**src/sv/dsuf_pkg.sv**
```systemverilog
package dsuf_pkg;

	localparam int ELEM_W         = 10;
	localparam int SIZE_W         = 11;
	localparam int NCMP_W         = 17;
	localparam int ELEM_COUNT     = 1 << ELEM_W;
	localparam int N_ELEMENTS_DEF = 1024;

	localparam logic [SIZE_W-1:0] SIZE_SAT = {SIZE_W{1'b1}};

	localparam logic [1:0] KIND_FIND_C = 2'd0;
	localparam logic [1:0] KIND_FIND   = 2'd1;
	localparam logic [1:0] KIND_UNION  = 2'd2;

	typedef struct packed {
		logic [1:0]        kind;
		logic [ELEM_W-1:0] elem_a;
		logic [ELEM_W-1:0] elem_b;
	} req_t;

	typedef struct packed {
		logic [ELEM_W-1:0] root;
		logic [SIZE_W-1:0] root_size;
	} res_t;

	typedef enum logic [2:0] {
		ST_CLEAR,
		ST_IDLE,
		ST_WALK,
		ST_LOOKUP,
		ST_COMP,
		ST_UA,
		ST_UB,
		ST_DONE
	} state_t;

	typedef enum logic [1:0] {
		RD_IN,
		RD_A,
		RD_B,
		RD_P
	} rsel_t;

	typedef enum logic [1:0] {
		X_HOLD,
		X_P,
		X_A
	} xop_t;

	typedef enum logic {
		PW_UNION,
		PW_COMP
	} pwsel_t;

	typedef enum logic [1:0] {
		RES_OOR,
		RES_SZA,
		RES_WALK,
		RES_UNION
	} resop_t;

	typedef struct packed {
		logic   load;
		rsel_t  rsel;
		xop_t   x_op;
		logic   cnt_inc;
		logic   sa_ld;
		logic   pwe;
		pwsel_t pw_sel;
		logic   swe;
		logic   clr;
		logic   res_ld;
		resop_t res_op;
	} cmd_t;

	typedef struct packed {
		logic a_ok;
		logic union_go;
		logic p_root;
		logic p_oor;
		logic cnt_last;
		logic x_root;
		logic clr_last;
	} stat_t;

endpackage

```
**src/sv/dsuf_ctrl.sv**
```systemverilog
module dsuf_ctrl (
	input  logic            clk,
	input  logic            arst_n,
	input  logic            start,
	input  logic [1:0]      kind,
	input  dsuf_pkg::stat_t stat,
	output dsuf_pkg::cmd_t  cmd,
	output logic            busy,
	output logic            done
);

	dsuf_pkg::state_t state_q, state_d;
	logic             cmp_q, cmp_d;

	always_ff @(posedge clk or negedge arst_n) begin
		if (!arst_n) begin
			state_q <= dsuf_pkg::ST_CLEAR;
			cmp_q   <= 1'b0;
		end else begin
			state_q <= state_d;
			cmp_q   <= cmp_d;
		end
	end

	always_comb begin
		state_d     = state_q;
		cmp_d       = cmp_q;
		cmd         = '0;
		cmd.rsel    = dsuf_pkg::RD_IN;
		cmd.x_op    = dsuf_pkg::X_HOLD;
		cmd.pw_sel  = dsuf_pkg::PW_UNION;
		cmd.res_op  = dsuf_pkg::RES_OOR;
		busy        = 1'b1;
		done        = 1'b0;
		unique case (state_q)
			dsuf_pkg::ST_CLEAR: begin
				cmd.clr = 1'b1;
				if (stat.clr_last) begin
					state_d = dsuf_pkg::ST_IDLE;
				end
			end
			dsuf_pkg::ST_IDLE: begin
				busy = 1'b0;
				if (start) begin
					cmd.load = 1'b1;
					cmd.rsel = dsuf_pkg::RD_IN;
					if (!stat.a_ok) begin
						cmd.res_ld = 1'b1;
						cmd.res_op = dsuf_pkg::RES_OOR;
						state_d    = dsuf_pkg::ST_DONE;
					end else if (kind == dsuf_pkg::KIND_UNION) begin
						state_d = dsuf_pkg::ST_UA;
					end else begin
						cmp_d   = (kind == dsuf_pkg::KIND_FIND_C);
						state_d = dsuf_pkg::ST_WALK;
					end
				end
			end
			dsuf_pkg::ST_WALK: begin
				if (stat.p_root) begin
					cmd.res_ld = 1'b1;
					cmd.res_op = dsuf_pkg::RES_WALK;
					if (cmp_q) begin
						cmd.rsel = dsuf_pkg::RD_A;
						cmd.x_op = dsuf_pkg::X_A;
						state_d  = dsuf_pkg::ST_COMP;
					end else begin
						state_d = dsuf_pkg::ST_DONE;
					end
				end else if (stat.p_oor) begin
					cmd.res_ld = 1'b1;
					cmd.res_op = dsuf_pkg::RES_WALK;
					state_d    = dsuf_pkg::ST_DONE;
				end else if (stat.cnt_last) begin
					cmd.rsel = dsuf_pkg::RD_P;
					cmd.x_op = dsuf_pkg::X_P;
					state_d  = dsuf_pkg::ST_LOOKUP;
				end else begin
					cmd.rsel    = dsuf_pkg::RD_P;
					cmd.x_op    = dsuf_pkg::X_P;
					cmd.cnt_inc = 1'b1;
				end
			end
			dsuf_pkg::ST_LOOKUP: begin
				cmd.res_ld = 1'b1;
				cmd.res_op = dsuf_pkg::RES_WALK;
				state_d    = dsuf_pkg::ST_DONE;
			end
			dsuf_pkg::ST_COMP: begin
				if (stat.x_root) begin
					state_d = dsuf_pkg::ST_DONE;
				end else begin
					cmd.pwe    = 1'b1;
					cmd.pw_sel = dsuf_pkg::PW_COMP;
					if (stat.p_oor) begin
						state_d = dsuf_pkg::ST_DONE;
					end else begin
						cmd.rsel = dsuf_pkg::RD_P;
						cmd.x_op = dsuf_pkg::X_P;
					end
				end
			end
			dsuf_pkg::ST_UA: begin
				if (stat.union_go) begin
					cmd.sa_ld = 1'b1;
					cmd.rsel  = dsuf_pkg::RD_B;
					state_d   = dsuf_pkg::ST_UB;
				end else begin
					cmd.res_ld = 1'b1;
					cmd.res_op = dsuf_pkg::RES_SZA;
					state_d    = dsuf_pkg::ST_DONE;
				end
			end
			dsuf_pkg::ST_UB: begin
				cmd.pwe    = 1'b1;
				cmd.pw_sel = dsuf_pkg::PW_UNION;
				cmd.swe    = 1'b1;
				cmd.res_ld = 1'b1;
				cmd.res_op = dsuf_pkg::RES_UNION;
				state_d    = dsuf_pkg::ST_DONE;
			end
			dsuf_pkg::ST_DONE: begin
				done    = 1'b1;
				state_d = dsuf_pkg::ST_IDLE;
			end
		endcase
	end

endmodule

```
**config.mk**
```make
export PLATFORM = sky130hd
export DESIGN_NAME = dsuf_ctrl
export DESIGN_NICKNAME = d
export VERILOG_FILES = /design/src/sv/dsuf_pkg.sv /design/src/sv/dsuf_ctrl.sv
export SDC_FILE = /design/constraint.sdc
export NUM_CORES = 1
export LEC_CHECK = 0
export BUFFER_PORTS_ARGS = -buffer_cell sky130_fd_sc_hd__buf_4
export CORE_MARGIN = 1.5
export CORE_UTILIZATION = 30
export CTS_CLUSTER_DIAMETER = 80
export DETAILED_ROUTE_END_ITERATION = 10
export SETUP_SLACK_MARGIN = 0.4
export SLEW_MARGIN = 25
export SYNTH_ARGS = -nofsm -noshare
export SYNTH_HDL_FRONTEND = slang
export SYNTH_SLANG_ARGS = --single-unit
```
**constraint.sdc**
```tcl
create_clock -name clk -period 1.65 [get_ports clk]
set_clock_uncertainty 0.05 [all_clocks]
set_input_delay 0.0825 -clock clk [delete_from_list [all_inputs] [get_ports clk]]
set_output_delay 0.0825 -clock clk [all_outputs]
set_load 0.05 [all_outputs]
```
==> summary.md <==
The final worst-path setup slack came out at -0.0668 ns. The later pin in the worst-skew pair is clocked with a latency of 0.25 ns. Total power for the finished layout comes to 0.00271 W. Total overflow reported by the global router: 0. After synthesis, the mean cell area works out to 7.25 sq um. The first global-routing pass estimated 3240 microns of wire.

The number of top-level pins was 28; the number of cell rows was 13. Data on the critical path is required at its endpoint by 1.52 ns. The power per standard cell area came out at 2200 mW/mm^2.

The checks that failed: setup timing. At the worst endpoint, the arrival time is 1.58 ns. The run gives 2 as the buffer depth of the longest clock path.

The synthesized design contains 4 register bits. The post-route clock period utilization was 1.04; the remaining antenna violation count was 0. TritonCTS built the clock tree. The die outline height is 42.0 microns. The residual DRC count was 0.

The Yosys step of the flow raised 0 warnings. Once detailed placement completed, the half-perimeter wirelength came to 1300 microns. The layer with the highest usage after global routing was met2. The run gives 63 as the synthesized instance count. Leaving out fill and tap cells, the most frequent cells in the layout are buf_4, buf_6, buf_8. Across the run, the number of max-cap violations was 0.

The run finished, with violations left. The tools report the met1 track demand over resource in global routing as 0.294. In this run the worst hold path is classified as in2reg.

Using the TritonRoute via totals, the vias-per-cell ratio works out to 5.41. The source of the worst hold timing path is stat[6]. The run gives 8 as the maximum number of pins on one net before global-route repair. At the end of routability-driven placement, the weighted congestion stood at 0.853. The cell at the root of the clock tree was clkbuf_4. The path with the worst hold slack has its endpoint at cmp_q$_DFFE_PN0P_.

The die covers 0.00177 sq mm. The distinct cell type count of the synthesized netlist was 29; the number of clock buffers inserted by TritonCTS was 3. In this run the critical register-to-register path is captured at state_q[0]$_DFFE_PN0P_. The number of H-tree branching levels was 1. The global routing met3 resource utilization was 0.0603; the clock period minus final worst setup slack was 1.72 ns. The growth of design area from synthesis to finish was 170%; the share of synthesized area occupied by flip-flops and latches was 0.219. The tools report the synthesized area as 457 sq um. The final layout contains routed wiring with a total length of 2100 microns. The effective utilization at floorplan was 0.334; the clock slew seen by the registers of the worst setup and hold paths was 0.04 ns. The worst-case headroom to the max-slew limit is 0.796, and the total count of max-transition violations in the final report is 0.

The startpoint identified for the worst register-to-register timing path is state_q[0]$_DFFE_PN0P_. The setup path with the least slack is of type reg2out. The most frequent standard cell in the layout excluding fill and tap cells is buf_4.

The run gives 714 as the total via count after detailed routing. At the end of the flow, the number of nets in the layout was 131. The largest fanout on the critical path is 5. The first TritonRoute pass finished after 4 iterations. The global-route usage over all layers is 0.240, and the number of port buffers is 27.

For the number of diodes added for antenna fixing, the log shows 0. When the netlist entered floorplanning its net count stood at 75. For the cell area after layout, the log shows 0.00123 sq mm. The tools report the met2 routing resource usage after global routing as 0.422. Setup violations remaining at the end of the flow were counted as 5. The count of cells along the worst hold path was 2. The sink count of the clock tree was 4; the number of hold-slack violations in the final timing report was 0. The number of violations reported at the end of detailed-routing iteration 0 is 13.

For this design the static power due to leakage is 0.571 nW. Across the VDD grid, the largest voltage drop is 1.85 mV. The initial antenna violation count is 0.

The kind of end point of the critical path was an output port. The fraction of final layout cells sized beyond drive strength 1 works out to 0.744. The actual transition at the worst max-transition pin works out to 0.305 ns. The overall die width was 42.0 microns. Upper clock frequency limit: 582 MHz. The number of global-route vias before repair was 729. The setup check on the worst reg-to-reg path leaves a slack of -0.04 ns.

The wire length per cell was 15.9 microns; the placement-stage cell area was 812 sq um. The kind of launch point of the worst setup path was a flop. Setup repair after global routing could not meet its margin everywhere. The number of cells on the worst reg-to-reg path was 6; the area of the core region was 0.00137 sq mm.
-- synthesized netlist by cell type (all sizes together) --
cell type	instances	area share
nand2b	7	0.096
or3b	1	0.025
mux2i	1	0.022
o32ai	1	0.019
a21o	1	0.016
a311oi	1	0.019
dfrtp	4	0.22
nand3b	1	0.016
a21oi	3	0.041
nor2	8	0.066
a31oi	3	0.041
nor2b	1	0.014
or3	1	0.014
nor3	3	0.033
nand3	1	0.011
buf	4	0.063
nor4	1	0.014
o311a	2	0.044
a211o	1	0.019
inv	5	0.041
nand2	3	0.025
o21ai	2	0.022
a211oi	2	0.033
nor4b	1	0.019
and3	5	0.068
-- layout make-up --
class / count / area, sq um
Clock buffer: 3 / 22.5
Timing Repair Buffer: 55 / 557
Tap cell: 15 / 18.8
Inverter: 5 / 21.3
Sequential cell: 4 / 104
Fill cell: 52 / 133
Multi-Input combinational cell: 50 / 510
-- per-stage QoR --
stage           util  std cells  hold slack, ns  worst slack [ns]  setup TNS (ns)
2_1_floorplan      -         63          -0.263           -0.0916          -0.158
3_3_place_gp   0.594        109          -0.169          -0.00472        -0.00472
3_5_place_dp   0.594        109          -0.168            0.0393               0
4_1_cts        0.832        126          0.0187           -0.0688         -0.0800
5_1_grt        0.903        132          0.0297            -0.134          -0.773
6_report       0.903        132          0.0199           -0.0668          -0.218
-- power by group --
group | leakage [nW] | internal (W) | switching [W]
sequential | 0.0440 | 0.000159 | 0.000113
clock | 0.0138 | 0.0000819 | 0.0000491
combinational | 0.513 | 0.00110 | 0.00121
total | 0.571 | 0.00134 | 0.00137
-- what timing repair did --
action,CTS,global route
pin swaps,7,7
buffers inserted,11,6
resized for setup,46,12
hold endpoints to repair,6,0
endpoints found under the setup margin,19,20
hold buffers,3,0
-- critical path: stages (launching register included) --
cell and delay (ns):
dfrtp_2 0.45, nor4_4 0.27, buf_4 0.16, a211oi_4 0.04
a211o_2 0.27, buf_6 0.15
-- cells by family (layout without fill, tap and decap cells) --
logic type             count (synthesis)  count (layout)  synth area share
DFF                                    4               4             0.219
buffers and inverters                  9              63             0.104
and+or+nand+nor                       33              33             0.400
muxes                                  1               1            0.0219
AOI/OAI and AO/OA                     16              16             0.255
-- metal layers --
metal / vias up / share of wire
met1: 346 / 0.42
li1: 336 / -
met3: 4 / 0.047
met5: - / 0
met2: 28 / 0.51
met4: 0 / 0.019
-- state kept, by name (all words and copies together), names as in the netlist --
name     cells
state_q      3
cmp_q        1
-- how the worst max path moves through the flow --
stage | from | endpoint | slack, ns | depth (start not counted)
2_1_floorplan | state_q[2]$_DFFE_PN0P_ | state_q[0]$_DFFE_PN0P_ | -0.09 | 5
3_3_place_gp | state_q[2]$_DFFE_PN0P_ | cmd[2] | -0.005 | 5
3_5_place_dp | state_q[2]$_DFFE_PN0P_ | cmd[2] | 0.04 | 5
4_1_cts | state_q[0]$_DFFE_PN0P_ | cmd[2] | -0.07 | 5
5_1_grt | state_q[0]$_DFFE_PN0P_ | cmd[2] | -0.13 | 5
6_report | state_q[0]$_DFFE_PN0P_ | cmd[2] | -0.07 | 5
Note: power is estimated with default switching activity, not from simulation.
